==> config.mk <==
export PLATFORM = sky130hd
export DESIGN_NAME = integer_to_ascii_formatter_core
export DESIGN_NICKNAME = d
export VERILOG_FILES = /design/src/rtl/core/itoa_pkg.sv /design/src/rtl/core/itoa_div_step.sv /design/src/rtl/core/integer_to_ascii_formatter_core.sv
export SDC_FILE = /design/constraint.sdc
export NUM_CORES = 2
export LEC_CHECK = 0
export ABC_AREA = 1
export BUFFER_PORTS_ARGS = -buffer_cell sky130_fd_sc_hd__clkbuf_2
export CAP_MARGIN = 20
export CORE_MARGIN = 2
export CORE_UTILIZATION = 60
export CTS_CLUSTER_SIZE = 10
export DETAILED_ROUTE_END_ITERATION = 10
export PLACE_DENSITY = 0.8
export SLEW_MARGIN = 20
export SYNTH_ARGS = -nofsm -noshare
export SYNTH_HDL_FRONTEND = slang
export SYNTH_SLANG_ARGS = --single-unit
==> constraint.sdc <==
create_clock -name aclk -period 8.41 [get_ports aclk]
set_clock_uncertainty 0.15 [all_clocks]
set_input_delay 0.841 -clock aclk [delete_from_list [all_inputs] [get_ports aclk]]
set_output_delay 0.841 -clock aclk [all_outputs]
set_load 0.005 [all_outputs]
==> src/rtl/core/itoa_pkg.sv <==
// ----------------------------------------------------------------------------
// itoa_pkg
// Types, codes and character helpers shared by the formatter core and its
// digit extraction unit.
// ----------------------------------------------------------------------------
`default_nettype none

package itoa_pkg;

    localparam int CNT_W      = 7;
    localparam int MAX_DIGITS = 11;
    localparam int DIG_IDX_W  = 4;

    localparam logic [2:0] OP_SDEC = 3'd0;
    localparam logic [2:0] OP_OCT  = 3'd2;
    localparam logic [2:0] OP_HEXL = 3'd3;
    localparam logic [2:0] OP_HEXU = 3'd4;

    localparam logic [1:0] SIZE_SHORT = 2'd1;

    // x / 10 == (x * RECIP_DEC) >> RECIP_SHIFT for every 32-bit x.
    localparam logic [31:0] RECIP_DEC   = 32'hCCCC_CCCD;
    localparam int          RECIP_SHIFT = 35;

    localparam logic [7:0] CHAR_SPACE = 8'h20;
    localparam logic [7:0] CHAR_MINUS = 8'h2D;
    localparam logic [7:0] CHAR_ZERO  = 8'h30;
    localparam logic [7:0] CHAR_UA    = 8'h41;
    localparam logic [7:0] CHAR_LA    = 8'h61;

    typedef struct packed {
        logic [31:0] value;
        logic [2:0]  op;
        logic [1:0]  size_mod;
        logic [6:0]  field_width;
        logic        left_justify;
        logic        zero_pad;
    } itoa_in_t;

    typedef struct packed {
        logic [7:0] out_char;
        logic       last;
    } itoa_out_t;

    typedef enum logic [1:0] {
        RADIX_DEC,
        RADIX_OCT,
        RADIX_HEX
    } radix_t;

    typedef enum logic [1:0] {
        ST_IDLE,
        ST_DIV,
        ST_SETUP,
        ST_EMIT
    } state_t;

    typedef struct packed {
        logic        done;
        logic [31:0] quotient;
        logic [3:0]  remainder;
    } div_result_t;

    function automatic logic [7:0] digit_char(input logic [3:0] d, input logic upper);
        logic [7:0] letter_base;
        letter_base = upper ? CHAR_UA : CHAR_LA;
        if (d < 4'd10) begin
            return CHAR_ZERO + {4'b0000, d};
        end
        return letter_base + {4'b0000, d} - 8'd10;
    endfunction

endpackage

`default_nettype wire

==> src/rtl/core/itoa_div_step.sv <==
// ----------------------------------------------------------------------------
// itoa_div_step
// Shared two-stage digit unit: divides a 32-bit magnitude by 8, 10 or 16 and
// returns the quotient and the low digit. Decimal uses a reciprocal multiply.
// ----------------------------------------------------------------------------
`default_nettype none

module itoa_div_step (
    input  wire logic                 aclk,
    input  wire logic                 aresetn,
    input  wire logic                 start,
    input  wire logic [31:0]          dividend,
    input  wire itoa_pkg::radix_t     radix,
    output itoa_pkg::div_result_t     result
);

    logic                 s1_valid_reg;
    logic [31:0]          s1_dividend_reg;
    logic [31:0]          s1_quot_reg;
    itoa_pkg::radix_t     s1_radix_reg;
    logic [31:0]          quot_next;
    logic [63:0]          product;

    logic                 done_reg;
    logic [31:0]          quot_reg;
    logic [3:0]           rem_reg;
    logic [31:0]          back_mul;
    logic [31:0]          diff;

    always_comb begin
        product = 64'(dividend) * 64'(itoa_pkg::RECIP_DEC);
        case (radix)
            itoa_pkg::RADIX_OCT: quot_next = dividend >> 3;
            itoa_pkg::RADIX_HEX: quot_next = dividend >> 4;
            default:             quot_next = 32'(product >> itoa_pkg::RECIP_SHIFT);
        endcase
    end

    // The remainder comes from the registered quotient multiplied back.
    always_comb begin
        case (s1_radix_reg)
            itoa_pkg::RADIX_OCT: back_mul = s1_quot_reg << 3;
            itoa_pkg::RADIX_HEX: back_mul = s1_quot_reg << 4;
            default:             back_mul = (s1_quot_reg << 3) + (s1_quot_reg << 1);
        endcase
        diff = s1_dividend_reg - back_mul;
    end

    always_ff @(posedge aclk) begin
        if (!aresetn) begin
            s1_valid_reg <= 1'b0;
            done_reg     <= 1'b0;
        end else begin
            s1_valid_reg <= start;
            done_reg     <= s1_valid_reg;
        end
    end

    always_ff @(posedge aclk) begin
        if (start) begin
            s1_dividend_reg <= dividend;
            s1_quot_reg     <= quot_next;
            s1_radix_reg    <= radix;
        end
        if (s1_valid_reg) begin
            quot_reg <= s1_quot_reg;
            rem_reg  <= diff[3:0];
        end
    end

    assign result.done      = done_reg;
    assign result.quotient  = quot_reg;
    assign result.remainder = rem_reg;

endmodule

`default_nettype wire

==> src/rtl/core/integer_to_ascii_formatter_core.sv <==
// ----------------------------------------------------------------------------
// integer_to_ascii_formatter_core: one integer in, its printf text out, one char a cycle
// while the output is not stalled. A text has D digits (1 to 11) and N characters (1 to
// 64); digits come from the shared digit unit, characters leave through the one-character
// output register. A new integer is taken only once the previous text is fully issued.
// Reset: synchronous, active low; the sequencer returns to idle and the output empties.
// ----------------------------------------------------------------------------
`default_nettype none

module integer_to_ascii_formatter_core #(
    parameter int MAX_WIDTH = 64
) (
    input  wire logic                aclk,
    input  wire logic                aresetn,
    input  wire logic                s_valid,
    output logic                     s_ready,
    input  wire itoa_pkg::itoa_in_t  s_data,
    output logic                     m_valid,
    input  wire logic                m_ready,
    output itoa_pkg::itoa_out_t      m_data
);

    localparam int CW = itoa_pkg::CNT_W;
    localparam int DW = itoa_pkg::DIG_IDX_W;

    itoa_pkg::state_t      state_reg, state_next;
    itoa_pkg::radix_t      radix_reg, radix_next;
    logic                  upper_reg, upper_next;
    logic                  neg_reg, neg_next;
    logic                  left_reg, left_next;
    logic                  zpad_reg, zpad_next;
    logic [CW-1:0]         width_reg, width_next;
    logic [DW-1:0]         ndig_reg, ndig_next;
    logic [3:0]            digit_reg [itoa_pkg::MAX_DIGITS];
    logic                  dig_we;

    logic [CW-1:0]         lead_end_reg, lead_end_next;
    logic [CW-1:0]         sign_end_reg, sign_end_next;
    logic [CW-1:0]         dig_start_reg, dig_start_next;
    logic [CW-1:0]         dig_end_reg, dig_end_next;
    logic [CW-1:0]         last_pos_reg, last_pos_next;
    logic [CW-1:0]         pos_reg, pos_next;

    itoa_pkg::itoa_out_t   out_reg, out_next;
    logic                  m_valid_reg, m_valid_next;

    logic                  div_start;
    logic [31:0]           div_dividend;
    itoa_pkg::div_result_t div_res;

    logic                  accept;
    logic                  is_signed;
    logic [31:0]           raw;
    logic [CW-1:0]         width_sat;
    logic [CW-1:0]         len;
    logic [CW-1:0]         pad;
    logic [CW-1:0]         dig_off;
    logic [7:0]            emit_char;
    logic                  out_free;

    itoa_div_step u_div (
        .aclk     (aclk),
        .aresetn  (aresetn),
        .start    (div_start),
        .dividend (div_dividend),
        .radix    (radix_next),
        .result   (div_res)
    );

    assign accept   = s_valid && s_ready;
    assign s_ready  = (state_reg == itoa_pkg::ST_IDLE);
    assign out_free = !m_valid_reg || m_ready;

    // Operand preparation at acceptance: size truncation with sign extension, and width saturation.
    always_comb begin
        is_signed = (s_data.op == itoa_pkg::OP_SDEC);
        raw       = s_data.value;
        if (s_data.size_mod == itoa_pkg::SIZE_SHORT) begin
            raw = {{16{is_signed && s_data.value[15]}}, s_data.value[15:0]};
        end
        width_sat = (s_data.field_width > CW'(MAX_WIDTH)) ? CW'(MAX_WIDTH)
                                                          : s_data.field_width;
    end

    // Character at the current output position, and the text length and padding.
    always_comb begin
        dig_off = dig_end_reg - CW'(1) - pos_reg;
        if (pos_reg < lead_end_reg) begin
            emit_char = itoa_pkg::CHAR_SPACE;
        end else if (pos_reg < sign_end_reg) begin
            emit_char = itoa_pkg::CHAR_MINUS;
        end else if (pos_reg < dig_start_reg) begin
            emit_char = itoa_pkg::CHAR_ZERO;
        end else if (pos_reg < dig_end_reg) begin
            emit_char = itoa_pkg::digit_char(digit_reg[dig_off[DW-1:0]], upper_reg);
        end else begin
            emit_char = itoa_pkg::CHAR_SPACE;
        end
        len = CW'(ndig_reg) + CW'(neg_reg);
        pad = (width_reg > len) ? (width_reg - len) : '0;
    end

    always_comb begin
        state_next     = state_reg;
        radix_next     = radix_reg;
        upper_next     = upper_reg;
        neg_next       = neg_reg;
        left_next      = left_reg;
        zpad_next      = zpad_reg;
        width_next     = width_reg;
        ndig_next      = ndig_reg;
        lead_end_next  = lead_end_reg;
        sign_end_next  = sign_end_reg;
        dig_start_next = dig_start_reg;
        dig_end_next   = dig_end_reg;
        last_pos_next  = last_pos_reg;
        pos_next       = pos_reg;
        out_next       = out_reg;
        m_valid_next   = m_valid_reg && !m_ready;
        div_start      = 1'b0;
        div_dividend   = div_res.quotient;
        dig_we         = 1'b0;

        unique case (state_reg)
            itoa_pkg::ST_IDLE: begin
                if (accept) begin
                    case (s_data.op)
                        itoa_pkg::OP_OCT:  radix_next = itoa_pkg::RADIX_OCT;
                        itoa_pkg::OP_HEXL,
                        itoa_pkg::OP_HEXU: radix_next = itoa_pkg::RADIX_HEX;
                        default:           radix_next = itoa_pkg::RADIX_DEC;
                    endcase
                    upper_next   = (s_data.op == itoa_pkg::OP_HEXU);
                    neg_next     = is_signed && raw[31];
                    left_next    = s_data.left_justify;
                    zpad_next    = s_data.zero_pad && !s_data.left_justify;
                    width_next   = width_sat;
                    ndig_next    = '0;
                    div_start    = 1'b1;
                    div_dividend = (is_signed && raw[31]) ? (32'd0 - raw) : raw;
                    state_next   = itoa_pkg::ST_DIV;
                end
            end
            itoa_pkg::ST_DIV: begin
                if (div_res.done) begin
                    dig_we    = 1'b1;
                    ndig_next = ndig_reg + DW'(1);
                    if (div_res.quotient == 32'd0) begin
                        state_next = itoa_pkg::ST_SETUP;
                    end else begin
                        div_start = 1'b1;
                    end
                end
            end
            itoa_pkg::ST_SETUP: begin
                lead_end_next  = (!left_reg && !zpad_reg) ? pad : '0;
                sign_end_next  = lead_end_next + CW'(neg_reg);
                dig_start_next = sign_end_next + (zpad_reg ? pad : '0);
                dig_end_next   = dig_start_next + CW'(ndig_reg);
                last_pos_next  = len + pad - CW'(1);
                pos_next       = '0;
                state_next     = itoa_pkg::ST_EMIT;
            end
            itoa_pkg::ST_EMIT: begin
                if (out_free) begin
                    out_next.out_char = emit_char;
                    out_next.last     = (pos_reg == last_pos_reg);
                    m_valid_next      = 1'b1;
                    pos_next          = pos_reg + CW'(1);
                    if (pos_reg == last_pos_reg) begin
                        state_next = itoa_pkg::ST_IDLE;
                    end
                end
            end
            default: state_next = itoa_pkg::ST_IDLE;
        endcase
    end

    always_ff @(posedge aclk) begin
        if (!aresetn) begin
            state_reg   <= itoa_pkg::ST_IDLE;
            m_valid_reg <= 1'b0;
        end else begin
            state_reg   <= state_next;
            m_valid_reg <= m_valid_next;
        end
    end

    always_ff @(posedge aclk) begin
        radix_reg     <= radix_next;
        upper_reg     <= upper_next;
        neg_reg       <= neg_next;
        left_reg      <= left_next;
        zpad_reg      <= zpad_next;
        width_reg     <= width_next;
        ndig_reg      <= ndig_next;
        lead_end_reg  <= lead_end_next;
        sign_end_reg  <= sign_end_next;
        dig_start_reg <= dig_start_next;
        dig_end_reg   <= dig_end_next;
        last_pos_reg  <= last_pos_next;
        pos_reg       <= pos_next;
        out_reg       <= out_next;
    end

    // Digits are stored least significant first and read back in reverse.
    always_ff @(posedge aclk) begin
        if (dig_we) begin
            digit_reg[ndig_reg] <= div_res.remainder;
        end
    end

    assign m_valid = m_valid_reg;
    assign m_data  = out_reg;

endmodule

`default_nettype wire

==> After elaboration in Yosys (flattened, before gate mapping) <==
Memory sizes are Yosys's and may differ from the RTL's.
Index checks and enable logic that the tools add are counted.
{ "word_totals": {"ff_bits": 141, "mem_bits_rw": 44, "mem_count": 1, "elab_cells": 139} }
{ "op_classes": {"muxes": 44, "reduce_logical": 25, "multipliers": 1, "n_lt_le_gt_ge": 7, "eq_ne": 17, "bitwise": 1, "addsub": 17} }
{ "mem_list": {"columns": ["name", "depth", "word_bits", "read_ports", "rd_ports_with_merged_regs", "write_ports", "line", "rtl"], "rows": [
  ["digit_reg", 11, 4, 1, 0, 1, "integer_to_ascii_formatter_core.sv:34", "logic [3:0] digit_reg [itoa_pkg::MAX_DIGITS];"]
]} }
{ "ops": {"columns": ["operator", "n"], "rows": [
  ["32-bit two-way mux", 4],
  ["32-bit by 32-bit multiplier with 64-bit output (second input constant)", 1],
  ["29-bit one-hot mux with 2 select lines", 1],
  ["32-bit zero test", 1],
  ["1-bit by 32-bit subtractor with 32-bit output (first input constant)", 1],
  ["7-bit < comparator", 4],
  ["7-bit two-way mux", 4],
  ["8-bit two-way mux", 2],
  ["4-bit one-hot mux with 2 select lines", 2],
  ["1-bit two-way mux", 14],
  ["2-bit two-way mux", 7],
  ["7-bit one-hot mux with 2 select lines", 1],
  ["4-bit two-way mux", 3],
  ["5-bit two-way mux", 2],
  ["7-bit by 4-bit adder with 8-bit output", 1],
  ["2-bit by 1-bit equality test with 1-bit output (second input constant)", 4],
  ["2-bit equality test (second input constant)", 4],
  ["2-bit one-hot mux with 4 select lines", 1],
  ["4-bit subtractor", 2],
  ["8-bit by 4-bit subtractor with 8-bit output (second input constant)", 1],
  ["5-bit by 7-bit adder with 7-bit output", 1],
  ["6-bit by 4-bit adder with 7-bit output (first input constant)", 1],
  ["7-bit by 1-bit adder with 7-bit output", 1],
  ["7-bit by 1-bit adder with 7-bit output (second input constant)", 1],
  ["31 further kinds", 48]
]} }

==> Longest topological paths before layout <==
An unclocked memory read counts as a cell.
{ "depth": {"depth_word": 13, "depth_mapped": 45} }

==> Cells and area by module <==
A second synthesis with hierarchy kept.
{ "unflattened": {"hier_cells": 3572, "area_unflattened_um2": 29943.7} }
{ "by_module_without_submodules": {"columns": ["module", "area_each_um2", "cells_per_inst", "instances", "seq_area_each_um2"], "rows": [
  ["itoa_div_step", 21909.8, 2615, 1, 2082.0],
  ["integer_to_ascii_formatter_core", 8034.0, 957, 1, 3373.2]
]} }

==> Worst setup path after synthesis <==
OpenSTA, ideal clock, no wires.
{ "synth_timing": {"path_kind": "in2reg", "from": "in s_data[14] in the netlist's numbering", "to": "reg u_div.s1_quot_reg[21], data pin", "setup_ps": 254, "arrival_ps": 8381, "slack_ps": -374, "cell_stages": 35, "t_required_ps": 8006, "n_path_buf": 0, "path_cell_list": "inv_1 ha_1 nand4_1 nor3_2 nand3_2 nor2_2 nand2_1 nand2_1 xor2_1 o21ai_0 ha_1 inv_1 fa_1 inv_1 fa_1 inv_1 fa_1 inv_1 fa_1 fa_1 fa_1 inv_1 fa_1 inv_1 ha_1 a21oi_1 o21ai_0 a21oi_1 nand2_1 a21oi_1 nor2_1 a2111oi_0 nand3b_1 nand3_1 nand2_1"} }
{ "synth_via": {"elab_chain_cells": 7} }
{ "synth_lines": {"columns": ["item", "line", "rtl"], "rows": [
  ["start: declaration", "integer_to_ascii_formatter_core.sv:17", "input wire itoa_pkg::itoa_in_t s_data,"],
  ["32-bit two-way mux *", "integer_to_ascii_formatter_core.sv:78", "if (s_data.size_mod == itoa_pkg::SIZE_SHORT) begin"],
  ["1-bit by 32-bit subtractor with 32-bit output", "integer_to_ascii_formatter_core.sv:140", "div_dividend = (is_signed && raw[31]) ? (32'd0 - raw) : raw;"],
  ["32-bit two-way mux *", "integer_to_ascii_formatter_core.sv:140", null],
  ["32-bit two-way mux *", "integer_to_ascii_formatter_core.sv:126", "if (accept) begin"],
  ["32-bit two-way mux *", "integer_to_ascii_formatter_core.sv:124", "unique case (state_reg)"],
  ["32-bit by 32-bit multiplier with 64-bit output", "itoa_div_step.sv:31", "product = 64'(dividend) * 64'(itoa_pkg::RECIP_DEC);"],
  ["29-bit one-hot mux with 2 select lines *", "itoa_div_step.sv:32", "case (radix)"],
  ["via u_div.quot_next[21]", "itoa_div_step.sv:21", "logic [31:0] quot_next;"],
  ["end signal: assignment", "itoa_div_step.sv:62", "s1_quot_reg <= quot_next;"],
  ["end: declaration", "itoa_div_step.sv:19", "logic [31:0] s1_quot_reg;"]
]} }
Mark *: on every way through the listed nets, which the timed path passes. The rest lies on a longest branch.
A chain may end at the register's enable or synchronous reset.

==> Worst setup path in the final report <==
{ "layout_timing": {"from": "in s_data[14] in the netlist's numbering", "to": "reg u_div.s1_quot_reg[12], data pin"} }
Same word-level chain as after synthesis.

==> impl_metrics.yaml <==
layout:
  final_layout_size_suffix_gt1_share_pct: 26.7
  largest_reg_flops: 44
  fin_nets: 4652
  syn2layout_area_growth_pct: 26.2
  num-fill-cells: 3023
synth:
  ys.flop_type: "edfxtp_1"
  ys_warn_count: 0
  synth-async-reset-ratio_pct: 0
  ys_seq_elements: 184
  yosys.area.top_type_share_pct: 29.4
  ys_types: 63
  synthesis.nets: 4090
  synth_area_per_cell_um2: 8.94
  yosys.area.top_type: "fa_1"
  seq_area_frac_synth_pct: 19.0
  synth_edf_count: 177
  synthCells: 3212
  synth.cell_area_um2: 28700
  synth_area_leaders: "fa_1, edfxtp_1, ha_1, inv_1, nand2_1"
worst_setup_path:
  path_common_cell: "fa_1"
  max_stage_delay_ns: 0.60
  worstSetupPathType: "in -> reg"
  slowest_stage: "fa_1"
  cp.arrival_ns: 8.64
  reg2reg_depth: 33
  path_max_fanout: 4
  required_ns: 8.45
  endpoint_kind: "flip-flop"
  cp-start-kind: "input pin"
routing:
  vias: 25047
  vias_per_cell: 5.69
  drt_iter0_drc: 2782
  drc_errors: 0
  ant_nets: 0
  drt-total-wl_um: 98400
  wl_per_cell_um: 22.3
  firstDrtPassIters: 6
global_routing:
  antenna_found_initial: 4
  grtUsageTotal_pct: 38.8
  grt_pass1_vias: 25313
  overflow: 0
  grt_max_degree: 37
  grt_pass1_wl_um: 143000
clocking:
  numCtsBuffers: 17
  tritoncts: "yes"
  cts_max_level: 4
  cts_hold_buf: 0
  clkLatencyLatePin_ns: 0.46
  clockBufferDepth: 2
  cts.sinks: 184
  clk_pin_slew_worst_paths_ns: 0.09
  clock-root-buffer: "clkbuf_16"
floorplanning:
  core_um2: 47400
  rows: 80
  die_area_um2: 49600
  start_util_pct: 60.5
  die_h_um: 223
  ios: 61
  die_width_um: 223
placement:
  gp_congestion: 1.05
  dp_slack_ns: -1.03
  io_buffers: 59
  dp_hpwl_um: 80200
status:
  violations: "setup timing"
  status: "finished, violations left"
timing:
  fmax_mhz: 116
  timing.final.crit_share_pct: 102
  layout_setup_ws_ns: -0.185
  setup_violations: 20
  rsz0062_at_grt: "true"
  finalCriticalPeriod_ns: 8.60
  worst_pin_slew_ns: 0.968
  maxSlewHeadroom_pct: 35.1
  slew_viol_final: 0
  hold_viol: 0
hold_path:
  hold_path_depth: 0
  min_path_type: "reg -> reg"
flow_run:
  maxCapViolations: 0
==> synthesized netlist by cell type, types with 3 or more instances <==
library cell  number
a21boi_0           3
fa_1             421
a221oi_1           3
o21a_1            14
nand2_1          387
o21bai_1           5
nor3_2             3
nor2_1           207
clkbuf_1          14
o31ai_1            3
o21ai_1            3
ha_1             407
inv_1            932
xor2_1            43
a31oi_1           10
nor2_2             7
nand3_1           80
nand3b_1          11
o22ai_1           12
nand2_2            5
edfxtp_1         177
dfxtp_1            7
a21o_1             5
a211oi_1           6
buf_2              7
o211ai_1           6
xnor2_1           22
or2_2              8
o21ai_2            4
nand3_2            5
nand4_1           13
inv_2              7
nor4_1            10
o21ai_0          148
o221ai_1           5
a21oi_1          153
nor3_1            28
==> kinds of logic (layout without fill, tap and decap cells) <==
group / after synthesis / count (layout) / synth area share, %
buffers and inverters: 969 / 1544 / 12.8
adder cells (fa/ha/maj): 828 / 828 / 47.1
AND/OR/NAND/NOR: 773 / 773 / 11.4
AO/OA/AOI/OAI: 390 / 390 / 7.63
flip-flops: 184 / 184 / 19.0
XOR/XNOR: 66 / 66 / 2.04
other: 1 / 3 / 0.0131
multiplexers: 1 / 1 / 0.0392
==> worst max-delay path: cells and delay by family <==
kind | cells | cell delay (ns)
buffers and inverters | 10 | 0.92
AO/OA/AOI/OAI | 2 | 0.15
AND/OR/NAND/NOR | 21 | 2.74
adder cells (fa/ha/maj) | 9 | 3.97
==> layer usage <==
layer | vias to the layer above | track usage [%] | part of all wire, % | routed length (µm)
met5 | - | 0 | 0.013 | 13
met4 | 2 | 12.9 | 4.9 | 4810
met3 | 359 | 14.7 | 13 | 12900
met2 | 1571 | 59.7 | 44 | 43800
met1 | 12032 | 50.7 | 37 | 36900
li1 | 11083 | - | - | -
==> cell usage in the layout (no fill, tap or decap), types with 24 or more instances in the layout <==
cell type  count
nand3_1       64
nand2_1      335
clkbuf_2      58
ha_1         340
nor3_1        25
buf_4        490
o21ai_0       89
inv_2         62
o21ai_2       30
a21oi_1       99
a21oi_2       38
fa_1         404
nor2_2        31
nor2_1       159
edfxtp_1     177
nand2_2       46
inv_1        872
ha_4          61
nor2_4        24
o21ai_1       30
xor2_1        41
==> repair_timing <==
action	CTS	global route
gates resized for setup	133	386
cloned	0	0
endpoints found under the setup margin	29	29
pin swaps	30	207
buffers inserted	9	23
==> worst paths after layout <==
path / startpoint / end / slack, ns
setup / recovery: s_data[14] / u_div.s1_quot_reg[12] / -0.19
hold / removal: u_div.s1_quot_reg[15] / u_div.quot_reg[15] / 0.27
setup reg to reg: state_reg[0] / u_div.s1_quot_reg[18] / 0.05
hold reg to reg: u_div.s1_quot_reg[15] / u_div.quot_reg[15] / 0.27
==> cell type report <==
class                      instances  area, µm²  share of cell area (%)
inverter                         943       3560                    9.82
multi-input combinational       2059      21600                    59.6
timing repair buffer             569       4260                    11.8
tap                              615        769                    2.12
antenna                            2       5.00                  0.0138
sequential                       184       5460                    15.1
clock inverter                    14        155                   0.428
clock buffer                      18        429                    1.18
==> per-stage QoR <==
stage | std cells | instance area (µm²) | TNS (ns) | hold WS (ns) | utilization, %
floorplan | 3212 | 28700 | 0 | 0.250 | -
global placement | 4338 | 33300 | -19.68 | 0.251 | 70.2
detailed placement | 4338 | 33300 | -21.15 | 0.255 | 70.2
CTS | 4379 | 34500 | -0.144 | 0.268 | 72.7
global route | 4402 | 36200 | -7.04 | 0.278 | 76.4
finish | 4404 | 36200 | -1.72 | 0.266 | 76.4
Power is left out: the tool's default activity adds up to more than one toggle a clock period on the data nets, which glitch-free logic cannot reach.
